### src/rtl/core/titration_pump_sequencer_defines.svh
// ----------------------------------------------------------------------------
// Assertion macros for the titration pump sequencer
// Shared concurrent assertion forms, clocked on clk, disabled in reset.
// ----------------------------------------------------------------------------
`ifndef TITRATION_PUMP_SEQUENCER_DEFINES_SVH
`define TITRATION_PUMP_SEQUENCER_DEFINES_SVH

// Implication checked on every clock edge outside reset
`define TPS_ASSERT_IMP(label, ante, cons, msg) \
  label: assert property (@(posedge clk) disable iff (rst) (ante) |-> (cons)) \
    else $error(msg);

// Implication whose consequent is checked in the cycle after the antecedent
`define TPS_ASSERT_NEXT(label, ante, cons, msg) \
  label: assert property (@(posedge clk) disable iff (rst) (ante) |=> (cons)) \
    else $error(msg);

`endif

### src/rtl/core/tps_pkg.sv
// ----------------------------------------------------------------------------
// Titration pump sequencer package
// Phase, function, pump, error and register codes plus the config and state records.
// ----------------------------------------------------------------------------
`default_nettype none
package tps_pkg;

  localparam int TimeBits = 32;
  localparam int CfgBits  = 20;

  typedef enum logic [2:0] {
    PH_IDLE  = 3'd0,
    PH_CLEAN = 3'd1,
    PH_REF   = 3'd2,
    PH_MEAS  = 3'd3,
    PH_FIN   = 3'd4,
    PH_DONE  = 3'd5,
    PH_ERR   = 3'd6,
    PH_RSVD  = 3'd7
  } phase_t;

  typedef enum logic [1:0] {
    FN_STEP  = 2'd0,
    FN_START = 2'd1,
    FN_STOP  = 2'd2,
    FN_NONE  = 2'd3
  } func_t;

  localparam logic [1:0] P_OFF  = 2'd0;
  localparam logic [1:0] P_FILL = 2'd1;
  localparam logic [1:0] P_DIS  = 2'd2;

  localparam logic [3:0] E_NONE    = 4'd0;
  localparam logic [3:0] E_UNCFG   = 4'd1;
  localparam logic [3:0] E_BUSY    = 4'd2;
  localparam logic [3:0] E_CLN_A   = 4'd3;
  localparam logic [3:0] E_RELIEF  = 4'd4;
  localparam logic [3:0] E_REF_B   = 4'd5;
  localparam logic [3:0] E_REF_A   = 4'd6;
  localparam logic [3:0] E_REF_C   = 4'd7;
  localparam logic [3:0] E_MEAS_B  = 4'd8;
  localparam logic [3:0] E_KH      = 4'd9;
  localparam logic [3:0] E_DELTA   = 4'd10;

  localparam logic [2:0] REG_REF_SET     = 3'd0;
  localparam logic [2:0] REG_DRAIN       = 3'd1;
  localparam logic [2:0] REG_TRANSFER    = 3'd2;
  localparam logic [2:0] REG_FILL        = 3'd3;
  localparam logic [2:0] REG_REF_AIR     = 3'd4;
  localparam logic [2:0] REG_SAMPLE_FILL = 3'd5;
  localparam logic [2:0] REG_SAMPLE_AIR  = 3'd6;
  localparam logic [2:0] REG_RELIEF      = 3'd7;

  typedef struct packed {
    logic                 reference_set;
    logic [CfgBits-1:0]   drain;
    logic [CfgBits-1:0]   transfer;
    logic [CfgBits-1:0]   fill;
    logic [CfgBits-1:0]   ref_air;
    logic [CfgBits-1:0]   sample_fill;
    logic [CfgBits-1:0]   sample_air;
    logic [CfgBits-1:0]   relief;
  } cfg_t;

  typedef struct packed {
    phase_t               phase;
    logic [2:0]           sub;
    logic                 started;
    logic [TimeBits-1:0]  t0;
    logic                 relief;
    logic [TimeBits-1:0]  rt0;
    logic [1:0]           pa;
    logic [1:0]           pb;
    logic [1:0]           pc;
    logic                 air;
    logic [10:0]          ph_ref;
    logic [10:0]          ph_smp;
    logic signed [14:0]   temp;
    logic [10:0]          kh;
    logic                 valid;
    logic [3:0]           err;
  } seq_state_t;

endpackage
`default_nettype wire

### src/rtl/core/titration_pump_sequencer.sv
// ----------------------------------------------------------------------------
// Titration pump sequencer
// Event-driven clean, reference, measure and finalize pump sequencer.
// ----------------------------------------------------------------------------
// Usage: write configuration on cfg_valid/cfg_ready (always ready), index
// 0..7 selects the register, cfg_data[19:0] is the value (bit 0 for
// reference_set). Configure only while no event item is outstanding.
// Events (func, now_ms, reservoir flags, pH and temperature) enter on
// in_valid/in_ready. Each accepted event yields exactly one result item on
// out_valid/out_ready carrying pump drives, phase, advance flag, error code
// and the stored measurement.
// out_valid rises in the cycle after acceptance. Throughput is one item
// per cycle: the state register is updated when the item is accepted and the
// result is held in an output register; in_ready stays high while that
// register is empty or being drained in the same cycle.
// If the receiver stalls, the result holds and in_ready drops until it is
// taken. Reset clears the sequencer to idle with all pumps off, loads the
// default timing registers and empties the output register.
// ----------------------------------------------------------------------------
`default_nettype none
`include "titration_pump_sequencer_defines.svh"
module titration_pump_sequencer (
  input  wire logic               clk,
  input  wire logic               rst,
  input  wire logic               cfg_valid,
  output logic                    cfg_ready,
  input  wire logic [2:0]         cfg_index,
  input  wire logic [31:0]        cfg_data,
  input  wire logic               in_valid,
  output logic                    in_ready,
  input  wire logic [1:0]         func,
  input  wire logic [31:0]        now_ms,
  input  wire logic               a_full,
  input  wire logic               b_full,
  input  wire logic               a_can_receive,
  input  wire logic               b_can_receive,
  input  wire logic               c_can_receive,
  input  wire logic [10:0]        ph_reading,
  input  wire logic signed [14:0] temp_reading,
  output logic                    out_valid,
  input  wire logic               out_ready,
  output logic [1:0]              pump_a_drive,
  output logic [1:0]              pump_b_drive,
  output logic [1:0]              pump_c_drive,
  output logic                    air_pump_on,
  output logic [2:0]              phase,
  output logic                    phase_advanced,
  output logic [3:0]              error_code,
  output logic [10:0]             alkalinity,
  output logic                    result_valid,
  output logic [10:0]             ph_ref_out,
  output logic [10:0]             ph_sample_out,
  output logic signed [14:0]      temperature_out
);

  tps_pkg::cfg_t       cfg;
  tps_pkg::seq_state_t st;
  tps_pkg::seq_state_t st_next;
  logic                adv;
  logic                take;

  tps_cfg_regs u_cfg (
    .clk, .rst, .cfg_valid, .cfg_ready, .cfg_index, .cfg_data, .cfg
  );

  tps_step_logic u_step (
    .cur(st), .cfg, .func, .now_ms, .a_full, .b_full, .a_can_receive,
    .b_can_receive, .c_can_receive, .ph_reading, .temp_reading,
    .nxt(st_next), .adv
  );

  assign in_ready = !out_valid || out_ready;
  assign take     = in_valid && in_ready;

  // Advance the sequencer state on each accepted item
  always_ff @(posedge clk) begin
    if (rst) begin
      st.phase   <= tps_pkg::PH_IDLE;
      st.sub     <= 3'd0;
      st.started <= 1'b0;
      st.t0      <= '0;
      st.relief  <= 1'b0;
      st.rt0     <= '0;
      st.pa      <= tps_pkg::P_OFF;
      st.pb      <= tps_pkg::P_OFF;
      st.pc      <= tps_pkg::P_OFF;
      st.air     <= 1'b0;
      st.ph_ref  <= 11'd0;
      st.ph_smp  <= 11'd0;
      st.temp    <= 15'sd2500;
      st.kh      <= 11'd0;
      st.valid   <= 1'b0;
      st.err     <= tps_pkg::E_NONE;
    end else if (take) begin
      st <= st_next;
    end
  end

  // Hold the result until the receiver takes it
  always_ff @(posedge clk) begin
    if (rst) begin
      out_valid <= 1'b0;
    end else if (take) begin
      out_valid <= 1'b1;
    end else if (out_ready) begin
      out_valid <= 1'b0;
    end
  end

  always_ff @(posedge clk) begin
    if (take) begin
      pump_a_drive    <= st_next.pa;
      pump_b_drive    <= st_next.pb;
      pump_c_drive    <= st_next.pc;
      air_pump_on     <= st_next.air;
      phase           <= st_next.phase;
      phase_advanced  <= adv;
      error_code      <= st_next.err;
      alkalinity      <= st_next.kh;
      result_valid    <= st_next.valid;
      ph_ref_out      <= st_next.ph_ref;
      ph_sample_out   <= st_next.ph_smp;
      temperature_out <= st_next.temp;
    end
  end

  `TPS_ASSERT_NEXT(a_stop_idle, take && func == tps_pkg::FN_STOP,
    st.phase == tps_pkg::PH_IDLE && st.pa == tps_pkg::P_OFF && !st.relief,
    "stop did not return to idle with pumps off")
  `TPS_ASSERT_NEXT(a_out_match, take, phase == st.phase && error_code == st.err,
    "result register disagrees with sequencer state")
  // An unconfigured start may park the block in error with relief still set
  `TPS_ASSERT_IMP(a_relief_clean, st.relief,
    (st.phase == tps_pkg::PH_CLEAN && st.sub == 3'd2) || st.phase == tps_pkg::PH_ERR,
    "relief active outside the transfer sub-step")
  `TPS_ASSERT_NEXT(a_hold_stall, out_valid && !out_ready, out_valid && $stable(phase),
    "stalled result changed")

endmodule
`default_nettype wire

### src/rtl/core/tps_cfg_regs.sv
// ----------------------------------------------------------------------------
// Configuration register file
// Holds the reference flag and the seven timing registers.
// ----------------------------------------------------------------------------
`default_nettype none
module tps_cfg_regs (
  input  wire logic          clk,
  input  wire logic          rst,
  input  wire logic          cfg_valid,
  output logic               cfg_ready,
  input  wire logic [2:0]    cfg_index,
  input  wire logic [31:0]   cfg_data,
  output tps_pkg::cfg_t      cfg
);

  assign cfg_ready = 1'b1;

  // Write one register per accepted item
  always_ff @(posedge clk) begin
    if (rst) begin
      cfg.reference_set <= 1'b0;
      cfg.drain         <= 20'd30000;
      cfg.transfer      <= 20'd30000;
      cfg.fill          <= 20'd30000;
      cfg.ref_air       <= 20'd30000;
      cfg.sample_fill   <= 20'd30000;
      cfg.sample_air    <= 20'd30000;
      cfg.relief        <= 20'd3000;
    end else if (cfg_valid) begin
      unique case (cfg_index)
        tps_pkg::REG_REF_SET:     cfg.reference_set <= cfg_data[0];
        tps_pkg::REG_DRAIN:       cfg.drain         <= cfg_data[19:0];
        tps_pkg::REG_TRANSFER:    cfg.transfer      <= cfg_data[19:0];
        tps_pkg::REG_FILL:        cfg.fill          <= cfg_data[19:0];
        tps_pkg::REG_REF_AIR:     cfg.ref_air       <= cfg_data[19:0];
        tps_pkg::REG_SAMPLE_FILL: cfg.sample_fill   <= cfg_data[19:0];
        tps_pkg::REG_SAMPLE_AIR:  cfg.sample_air    <= cfg_data[19:0];
        tps_pkg::REG_RELIEF:      cfg.relief        <= cfg_data[19:0];
        default: ;
      endcase
    end
  end

endmodule
`default_nettype wire

### src/rtl/core/tps_step_logic.sv
// ----------------------------------------------------------------------------
// Sequencer next-state logic
// Combinational update of the sequencer state for one event item.
// ----------------------------------------------------------------------------
`default_nettype none
module tps_step_logic (
  input  wire tps_pkg::seq_state_t  cur,
  input  wire tps_pkg::cfg_t        cfg,
  input  wire logic [1:0]           func,
  input  wire logic [31:0]          now_ms,
  input  wire logic                 a_full,
  input  wire logic                 b_full,
  input  wire logic                 a_can_receive,
  input  wire logic                 b_can_receive,
  input  wire logic                 c_can_receive,
  input  wire logic [10:0]          ph_reading,
  input  wire logic signed [14:0]   temp_reading,
  output tps_pkg::seq_state_t       nxt,
  output logic                      adv
);

  logic [31:0]        el;
  logic [31:0]        rel;
  logic               ca;
  logic               aa;
  logic               ba;
  logic signed [12:0] d;
  logic [11:0]        ad;
  logic signed [18:0] k;
  logic [10:0]        kc;
  logic               kbad;

  assign el  = now_ms - cur.t0;
  assign rel = now_ms - cur.rt0;

  // KH from stored reference and the fresh sample reading
  always_comb begin
    d  = $signed({2'b00, cur.ph_ref}) - $signed({2'b00, ph_reading});
    ad = d[12] ? 12'(-d) : 12'(d);
    k  = 19'(d) * 19'sd50;
    if (cur.ph_ref == 11'd0 || ph_reading == 11'd0) begin
      kc   = 11'd0;
      kbad = 1'b1;
    end else if (k < 19'sd100) begin
      kc   = 11'd100;
      kbad = 1'b0;
    end else if (k > 19'sd2000) begin
      kc   = 11'd2000;
      kbad = 1'b0;
    end else begin
      kc   = 11'(k);
      kbad = 1'b0;
    end
  end

  // Step the phase and sub-step sequencer
  always_comb begin
    nxt = cur;
    adv = 1'b0;
    ca  = 1'b0;
    aa  = 1'b0;
    ba  = 1'b0;
    case (func)
      tps_pkg::FN_START: begin
        if (!cfg.reference_set) begin
          nxt.err   = tps_pkg::E_UNCFG;
          nxt.phase = tps_pkg::PH_ERR;
        end else if (cur.phase != tps_pkg::PH_IDLE) begin
          nxt.err = tps_pkg::E_BUSY;
        end else begin
          nxt.phase = tps_pkg::PH_CLEAN;
          adv       = 1'b1;
        end
      end
      tps_pkg::FN_STOP: begin
        nxt.pa = tps_pkg::P_OFF;  nxt.pb = tps_pkg::P_OFF;
        nxt.pc = tps_pkg::P_OFF;  nxt.air = 1'b0;
        nxt.phase = tps_pkg::PH_IDLE;
        nxt.sub = 3'd0;  nxt.started = 1'b0;  nxt.relief = 1'b0;
      end
      tps_pkg::FN_STEP: begin
        case (cur.phase)
          tps_pkg::PH_CLEAN: begin
            case (cur.sub)
              3'd0: begin nxt.sub = 3'd1; nxt.started = 1'b0; end
              3'd1, 3'd3: begin
                if (!cur.started) begin
                  nxt.pa = tps_pkg::P_DIS; nxt.started = 1'b1; nxt.t0 = now_ms;
                end else if (el >= 32'(cfg.drain)) begin
                  nxt.pa = tps_pkg::P_OFF; nxt.sub = cur.sub + 3'd1;
                  nxt.started = 1'b0;
                end
              end
              3'd2: begin
                if (!cur.started) begin
                  if (!a_can_receive) begin
                    nxt.pa = tps_pkg::P_OFF; nxt.pb = tps_pkg::P_OFF;
                    nxt.err = tps_pkg::E_CLN_A; nxt.phase = tps_pkg::PH_ERR;
                    nxt.sub = 3'd0; nxt.started = 1'b0; nxt.relief = 1'b0;
                  end else begin
                    nxt.pa = tps_pkg::P_DIS; nxt.pb = tps_pkg::P_DIS;
                    nxt.started = 1'b1; nxt.t0 = now_ms;
                  end
                end else if (cur.relief || a_full) begin
                  if (!cur.relief) begin
                    nxt.pb = tps_pkg::P_OFF; nxt.relief = 1'b1; nxt.rt0 = now_ms;
                  end
                  if (a_full) begin
                    if ((cur.relief ? rel : 32'd0) >= 32'(cfg.relief)) begin
                      nxt.pa = tps_pkg::P_OFF; nxt.err = tps_pkg::E_RELIEF;
                      nxt.phase = tps_pkg::PH_ERR; nxt.sub = 3'd0;
                      nxt.started = 1'b0; nxt.relief = 1'b0;
                    end
                  end else begin
                    nxt.relief = 1'b0; nxt.pb = tps_pkg::P_DIS;
                    if (el >= 32'(cfg.transfer)) begin
                      nxt.pb = tps_pkg::P_OFF; nxt.sub = 3'd3; nxt.started = 1'b0;
                    end
                  end
                end else if (el >= 32'(cfg.transfer)) begin
                  nxt.pb = tps_pkg::P_OFF; nxt.sub = 3'd3; nxt.started = 1'b0;
                end
              end
              3'd4: begin
                nxt.pa = tps_pkg::P_OFF; nxt.pb = tps_pkg::P_OFF;
                nxt.sub = 3'd0; nxt.started = 1'b0;
                nxt.phase = tps_pkg::PH_REF; adv = 1'b1;
              end
              default: begin nxt.sub = 3'd0; nxt.started = 1'b0; end
            endcase
          end
          tps_pkg::PH_REF: begin
            case (cur.sub)
              3'd0: begin nxt.sub = 3'd1; nxt.started = 1'b0; end
              3'd1: begin
                if (!cur.started) begin
                  if (!b_can_receive || !a_can_receive) begin
                    nxt.pc = tps_pkg::P_OFF; nxt.pa = tps_pkg::P_OFF;
                    nxt.err = !b_can_receive ? tps_pkg::E_REF_B : tps_pkg::E_REF_A;
                    nxt.phase = tps_pkg::PH_ERR; nxt.sub = 3'd0;
                    nxt.started = 1'b0; nxt.relief = 1'b0;
                  end else begin
                    nxt.pc = tps_pkg::P_DIS; nxt.pa = tps_pkg::P_FILL;
                    nxt.started = 1'b1; nxt.t0 = now_ms;
                  end
                end else begin
                  ca = cur.pc != tps_pkg::P_OFF;
                  aa = cur.pa != tps_pkg::P_OFF;
                  if (ca && b_full) begin nxt.pc = tps_pkg::P_OFF; ca = 1'b0; end
                  if (aa && a_full) begin nxt.pa = tps_pkg::P_OFF; aa = 1'b0; end
                  if (el >= 32'(cfg.fill) && (ca || aa)) begin
                    nxt.pc = tps_pkg::P_OFF; nxt.pa = tps_pkg::P_OFF;
                    ca = 1'b0; aa = 1'b0;
                  end
                  if (!ca && !aa) begin nxt.sub = 3'd2; nxt.started = 1'b0; end
                end
              end
              3'd2: begin
                if (!cur.started) begin
                  nxt.air = 1'b1; nxt.started = 1'b1; nxt.t0 = now_ms;
                end else if (el >= 32'(cfg.ref_air)) begin
                  nxt.air = 1'b0; nxt.ph_ref = ph_reading; nxt.temp = temp_reading;
                  nxt.sub = 3'd3; nxt.started = 1'b0;
                end
              end
              3'd3: begin
                if (!cur.started) begin
                  if (!c_can_receive) begin
                    nxt.pc = tps_pkg::P_OFF; nxt.err = tps_pkg::E_REF_C;
                    nxt.phase = tps_pkg::PH_ERR; nxt.sub = 3'd0;
                    nxt.started = 1'b0; nxt.relief = 1'b0;
                  end else begin
                    nxt.pc = tps_pkg::P_FILL; nxt.started = 1'b1; nxt.t0 = now_ms;
                  end
                end else if (el >= 32'(cfg.fill)) begin
                  nxt.pc = tps_pkg::P_OFF; nxt.sub = 3'd4; nxt.started = 1'b0;
                end
              end
              3'd4: begin
                nxt.pa = tps_pkg::P_OFF; nxt.pc = tps_pkg::P_OFF; nxt.air = 1'b0;
                nxt.sub = 3'd0; nxt.started = 1'b0;
                nxt.phase = tps_pkg::PH_MEAS; adv = 1'b1;
              end
              default: begin nxt.sub = 3'd0; nxt.started = 1'b0; end
            endcase
          end
          tps_pkg::PH_MEAS: begin
            case (cur.sub)
              3'd0: begin nxt.sub = 3'd1; nxt.started = 1'b0; end
              3'd1: begin
                if (!cur.started) begin
                  if (!b_can_receive) begin
                    nxt.pb = tps_pkg::P_OFF; nxt.err = tps_pkg::E_MEAS_B;
                    nxt.phase = tps_pkg::PH_ERR; nxt.sub = 3'd0;
                    nxt.started = 1'b0; nxt.relief = 1'b0;
                  end else begin
                    nxt.pb = tps_pkg::P_FILL; nxt.started = 1'b1; nxt.t0 = now_ms;
                  end
                end else begin
                  ba = cur.pb != tps_pkg::P_OFF;
                  if (ba && (b_full || el >= 32'(cfg.sample_fill))) begin
                    nxt.pb = tps_pkg::P_OFF; ba = 1'b0;
                  end
                  if (!ba) begin nxt.sub = 3'd2; nxt.started = 1'b0; end
                end
              end
              3'd2: begin
                if (!cur.started) begin
                  nxt.air = 1'b1; nxt.started = 1'b1; nxt.t0 = now_ms;
                end else if (el >= 32'(cfg.sample_air)) begin
                  nxt.air = 1'b0; nxt.sub = 3'd3; nxt.started = 1'b0;
                end
              end
              3'd3: begin
                nxt.ph_smp = ph_reading; nxt.temp = temp_reading; nxt.kh = kc;
                if (kbad) begin
                  nxt.err = tps_pkg::E_KH; nxt.valid = 1'b0;
                end else if (ad < 12'd10 || ad > 12'd400) begin
                  nxt.err = tps_pkg::E_DELTA; nxt.valid = 1'b0;
                end else begin
                  nxt.err = tps_pkg::E_NONE; nxt.valid = 1'b1;
                end
                nxt.sub = 3'd4; nxt.started = 1'b0;
              end
              3'd4: begin
                nxt.pb = tps_pkg::P_OFF; nxt.air = 1'b0;
                nxt.sub = 3'd0; nxt.started = 1'b0;
                nxt.phase = tps_pkg::PH_FIN; adv = 1'b1;
              end
              default: begin nxt.sub = 3'd0; nxt.started = 1'b0; end
            endcase
          end
          tps_pkg::PH_FIN: begin
            nxt.pa = tps_pkg::P_OFF; nxt.pb = tps_pkg::P_OFF;
            nxt.pc = tps_pkg::P_OFF; nxt.air = 1'b0;
            nxt.phase = tps_pkg::PH_DONE; adv = 1'b1;
          end
          tps_pkg::PH_DONE: nxt.phase = tps_pkg::PH_IDLE;
          default: ;
        endcase
      end
      default: ;
    endcase
  end

endmodule
`default_nettype wire
### config.mk
export PLATFORM = sky130hd
export DESIGN_NAME = titration_pump_sequencer
export DESIGN_NICKNAME = d
export VERILOG_FILES = /design/src/rtl/core/tps_pkg.sv /design/src/rtl/core/titration_pump_sequencer.sv /design/src/rtl/core/tps_cfg_regs.sv /design/src/rtl/core/tps_step_logic.sv
export VERILOG_INCLUDE_DIRS = /design/src /design/src/rtl/core
export SDC_FILE = /design/constraint.sdc
export NUM_CORES = 1
export LEC_CHECK = 0
export BUFFER_PORTS_ARGS = -buffer_cell sky130_fd_sc_hd__buf_2
export CAP_MARGIN = 10
export CORE_MARGIN = 5
export CORE_UTILIZATION = 62
export CTS_CLUSTER_SIZE = 30
export DETAILED_ROUTE_END_ITERATION = 8
export GPL_TIMING_DRIVEN = 0
export PLACE_DENSITY = 0.92
export SKIP_LAST_GASP = 1
export SYNTH_ARGS = -nofsm -noshare
export SYNTH_HDL_FRONTEND = slang
export SYNTH_HIERARCHICAL = 1
export SYNTH_SLANG_ARGS = --single-unit
export TNS_END_PERCENT = 10
### constraint.sdc
create_clock -name clk -period 8.4 [get_ports clk]
set_input_delay 0.84 -clock clk [delete_from_list [all_inputs] [get_ports clk]]
set_output_delay 0.84 -clock clk [all_outputs]
set_load 0.01 [all_outputs]
Yosys cells after proc, flatten, opt, wreduce, memory -nomap -nowiden
Index checks and enable logic that the tools add are counted. W data, S select, Z words.

Input bits: 105. Logic and storage cells: 342. Register bits after elaboration: 338. Output and inout bits: 67. Bits in latches: 0. Bits in writable memories: 0. Memories: 0. ROM bits: 0.

$lt $le $gt $ge: 11. Multiplexer cells: 187. Equality and inequality tests: 56. Reductions and logical operators: 45. Bitwise operators: 0. Divide/modulo/power cells: 0. Shifts and indexed selects: 0. $mul: 1. Add/subtract/negate cells: 5.

Operators by type and width (count): $mux W33 (9); $mux W32 (9); $ge A32 B20 Y1 (7); $pmux W32 S2 (2); $mux W4 (28); $pmux W37 S3 (1); $pmux W32 S3 (1); $mux W11 (7); $sub A32 B32 Y32 (2); $mux W1 (52); $mux W49 (1); $mux W15 (3); $mux W2 (21); $ne A3 B3 Y1 const B (14); $ne A4 B4 Y1 const B (10); $mux W38 (1); $mux W12 (3); $mux W35 (1); $pmux W4 S2 (4); $pmux W4 S4 (2); $mux W3 (10); $pmux W15 S2 (1); $reduce_and A14 Y1 (2); $mux W6 (4); 43 further kinds (110).

Logic depth before layout (Yosys ltp)
Depth in word-level cells: 21. Gate-level depth with buffers: 28. Depth with buffers taken out: 28.

Modules after synthesis
Netlist, hierarchy kept.

Modules (own cells, without submodules): tps_step_logic (cells an instance 1924, times used 1, area an instance 13213.9 um^2); titration_pump_sequencer (cells an instance 670, times used 1, area an instance 7652.3 um^2); tps_cfg_regs (cells an instance 503, times used 1, area an instance 5486.5 um^2).

Worst setup path after synthesis
No wires, ideal clock.

Path kind: input to register. Start: in ph_reading[0]. End: reg st[6] (netlist name). Arrival time: 6.391 ns. Stages: 26. Path buffers: 0. Required time: 8.330 ns. Setup slack: 1.938 ns. Cell sequence: ha_1 > inv_1 > fa_1 > a21o_1 > a21oi_1 > nor2_1 > o31a_1 > o221a_2 > a311oi_1 > inv_1 > ha_1 > inv_1 > fa_1 > inv_1 > ha_1 > ha_1 > o21ai_0 > nand3b_1 > o2111ai_1 > nor4_1 > nand2_1 > o21ai_1 > nand3_1 > o41ai_1 > nand3_1 > a21oi_1.

RTL lines: start, declared (RTL line titration_pump_sequencer.sv:38) `input wire logic [10:0] ph_reading,`; end signal, assigned (RTL line titration_pump_sequencer.sv:95) `st <= st_next;`; end, declared (RTL line titration_pump_sequencer.sv:57) `tps_pkg::seq_state_t st;`.

==> run summary <==
Synth Area in Adders: 13.57%
Fmax: 136.1 MHz
Synth Instances: 3097
Via density: 6.677
Synth Area in Compound Gates: 23.57%
PostCTS Resize Cnt: 0
Post-synth EDFFs: 64
Total number of vias: 25790
Mux contribution to synthesized area: 8.717%
Primary FF master, synth: dfxtp_1
Worst min path class: reg2reg
Initial antenna violation count: 1
CTS tree: built
Slew Limit Headroom: 14.41%
Switch share: 31.38%
Simple-Gate Fraction of Synth Area: 15.97%
Initial DRC Count: 3267
Share of power burned in registers: 38.2%
Status: finished, final reports clean
Root Driver: clkbuf_16
Placement Rows: 75
Flops & latches, synth: 338
Die area: 0.04673 sq mm
Clk_skew: 0.02694 ns
Hold_sp: u_cfg/cfg[115]
Drt total wl: 87.53 mm
Ys async rst share: 0%
Commonest non-fill, non-tap cell in the layout: inv_1
Net Count, Synth: 3480
FF/Latch Area: 0.007407 sq mm
Seq/Total Area, Yosys: 28.11%
Clk Latency, worst-skew pair: 0.59 ns
Total global routing track utilization: 35.38%
Final count of pins violating max slew: 0
Xor and xnor area share after synthesis: 2.402%
Remaining DRCs: 0
Commonest cells after routing, fill and taps aside: inv_1 (284), a21oi_1 (275), dfxtp_1 (274)
Worst-path clk slew: 0.06 ns
Synth unique cells: 101
Antenna viol nets, final: 0
Max Root-Sink Buffers: 3
FF-to-FF End: st[8]
Layout cells sized above 1: 12.31%
H-tree depth: 2
Setup TNS: 0 ns
Multi-input logic area: 0.01694 sq mm
Critical path type: in2reg
Die H: 216.2 microns
Pleak: 12.45 nW
Startpoint types: primary input
Tmin final: 7.347 ns
Fin worst setup slack: 1.053 ns
Post-layout nets: 3675
MaxCap Viol Count: 0
Synthesized area per cell: 8.509 sq um
HPWL Detailed: 64.18 mm
Vias in the first global route: 25290
CP arrival: 7.85 ns
First-pass GRT wire length: 135.1 mm
Hold Vio Cnt, Final: 0
Hold path cells: 2
Peak fanout along the critical path: 9
I/O pins: 172
Worst Tran Pin Value: 1.279 ns
Synthesized cell area: 0.02635 sq mm
Num CTS Buffers: 38
Core ar.: 0.04204 sq mm
Warnings, synthesis: 6
Area grow syn2layout: 10.54%
Worst hold endpoint: u_cfg/cfg[115]
Final worst-path cycle share: 87.46%
Largest family of logic cells by synthesized area: compound AO/OA/AOI/OAI gates
Clock power frac: 39.6%
Required time of the critical path: 8.90 ns
GP Congestion: 1.015
Port Buffers: 154
Maximum VDD drop: 0.0001101 V
Initial Util: 62.68%
Setup violators final: 0
CTS hold repair buffers: 0
FILL cells: 3105
Reg2Reg Depth: 28
Pre-CTS setup slack: 0.8301 ns
R2R Path Start: st[42]
Largest net degree at the start of global routing: 70
Combinational power share: 22.2%
Int Power: 3.054 mW
# clock sinks: 338
Psw: 1.397 mW
Hold WS: 0.4728 ns
R2r setup slk: 1.07 ns
RSZ-0062 raised after global routing: false
Post-CTS setup buffers: 0
Kind of end point of the critical path: flip-flop
Power Dens Cells: 152.8 mW/mm^2
Drt wl/cell: 22.66 microns
Grt total ovfl: 0
TritonRoute pass-1 iters: 7
Die Width: 216.2 microns
kinds of logic after synthesis:
kind of cell,Yosys count
buffers and inverters,469
DFF,338
AOI/OAI and AO/OA,894
xor gates and xnor gates,69
adders and majority gates,278
muxes,218
and+or+nand+nor,830
other,1
critical path, stage by stage:
cell and delay, ns:
buf_2 0.15, ha_1 0.18, inv_1 0.05, fa_1 0.39, a21o_1 0.19, a21oi_1 0.26, nor2_1 0.09, o31a_1 0.30
o221a_2 0.27, a311oi_1 0.57, buf_2 0.31, inv_1 0.08, ha_1 0.27, inv_1 0.05, fa_1 0.50, inv_1 0.05
ha_1 0.29, ha_1 0.38, o21ai_0 0.10, nand3b_1 0.11, o2111ai_1 0.13, nor4_1 0.54, nand2_1 0.13, o21ai_1 0.44
nand3_1 0.19, o41ai_1 0.69, nand3_1 0.14, a21oi_1 0.15
how the worst max path moves through the flow:
| stage | from | to | slack [ns] | cells past startpoint |
|---|---|---|---|---|
| 2_1_floorplan | ph_reading[0] | st[6] | 1.94 | 26 |
| 6_report | ph_reading[0] | st[8] | 1.05 | 28 |
| 4_1_cts | ph_reading[0] | st[6] | 1.33 | 28 |
| 3_3_place_gp | ph_reading[0] | st[6] | 0.65 | 27 |
| 5_1_grt | st[42] | st[6] | 0.65 | 28 |
| 3_5_place_dp | ph_reading[0] | st[6] | 0.83 | 28 |
power groups by stage:
stage,clock network (mW),registers [mW],logic (mW)
4_1_cts,1.76,1.70,0.953
3_3_place_gp,0,1.73,0.901
2_1_floorplan,0,1.74,0.641
6_report,1.76,1.70,0.990
3_5_place_dp,0,1.73,0.932
5_1_grt,1.84,1.70,1.06
Yosys cell counts, drive strengths merged, types with 28 or more instances:
| cell | instances | share of area (%) |
|---|---|---|
| a22o | 30 | 1.0 |
| xnor2 | 39 | 1.3 |
| a21bo | 127 | 4.8 |
| xor2 | 28 | 0.93 |
| mux2 | 62 | 2.8 |
| inv | 284 | 4.0 |
| nor2 | 187 | 2.7 |
| ha | 265 | 13 |
| a21o | 44 | 1.3 |
| nand4 | 33 | 0.81 |
| mux2i | 156 | 5.9 |
| buf | 87 | 2.2 |
| dfxtp | 274 | 21 |
| a21oi | 277 | 5.3 |
| nand3 | 171 | 3.2 |
| clkbuf | 97 | 1.4 |
| nor3 | 28 | 0.53 |
| nand2b | 129 | 3.1 |
| o21ai | 146 | 2.8 |
| edfxtp | 64 | 7.3 |
| nand2 | 149 | 2.1 |
| a211oi | 30 | 0.89 |
layout make-up:
cell class | instances | share of cell area (%)
multi-input cells | 2290 | 58.15
flip-flops and latches | 338 | 25.43
clock buffers | 53 | 3.767
inverters | 285 | 3.672
plain buffers | 184 | 3.251
repair buffers | 155 | 2.663
well taps | 539 | 2.315
clock inverters | 17 | 0.7474
diodes | 1 | 0.008590
state kept, by name, indices dropped and copies added, names as in the netlist, 3 cells and up:
name and count:
u_cfg/cfg 141, st 132, temperature_out 15, alkalinity 11, ph_ref_out 11, ph_sample_out 11, error_code 4, phase 3
per-layer routing:
metal	track usage, %	share of wire (%)	up-vias
met5	0	0	-
met4	19.21	6.2	0
met3	7.047	11	436
met2	57.60	45	1713
met1	44.34	38	12120
li1	-	-	11520
stage by stage:
step	instance area [sq um]	total power, mW	std cells	utilization, %
floorplan	26350	2.377	3097	-
global placement	27800	2.633	3790	66.12
detailed placement	27810	2.666	3791	66.16
CTS	29130	4.413	3861	69.29
global route	29130	4.602	3862	69.29
finish	29130	4.451	3862	69.29
Power figures use the tool's default switching activity.
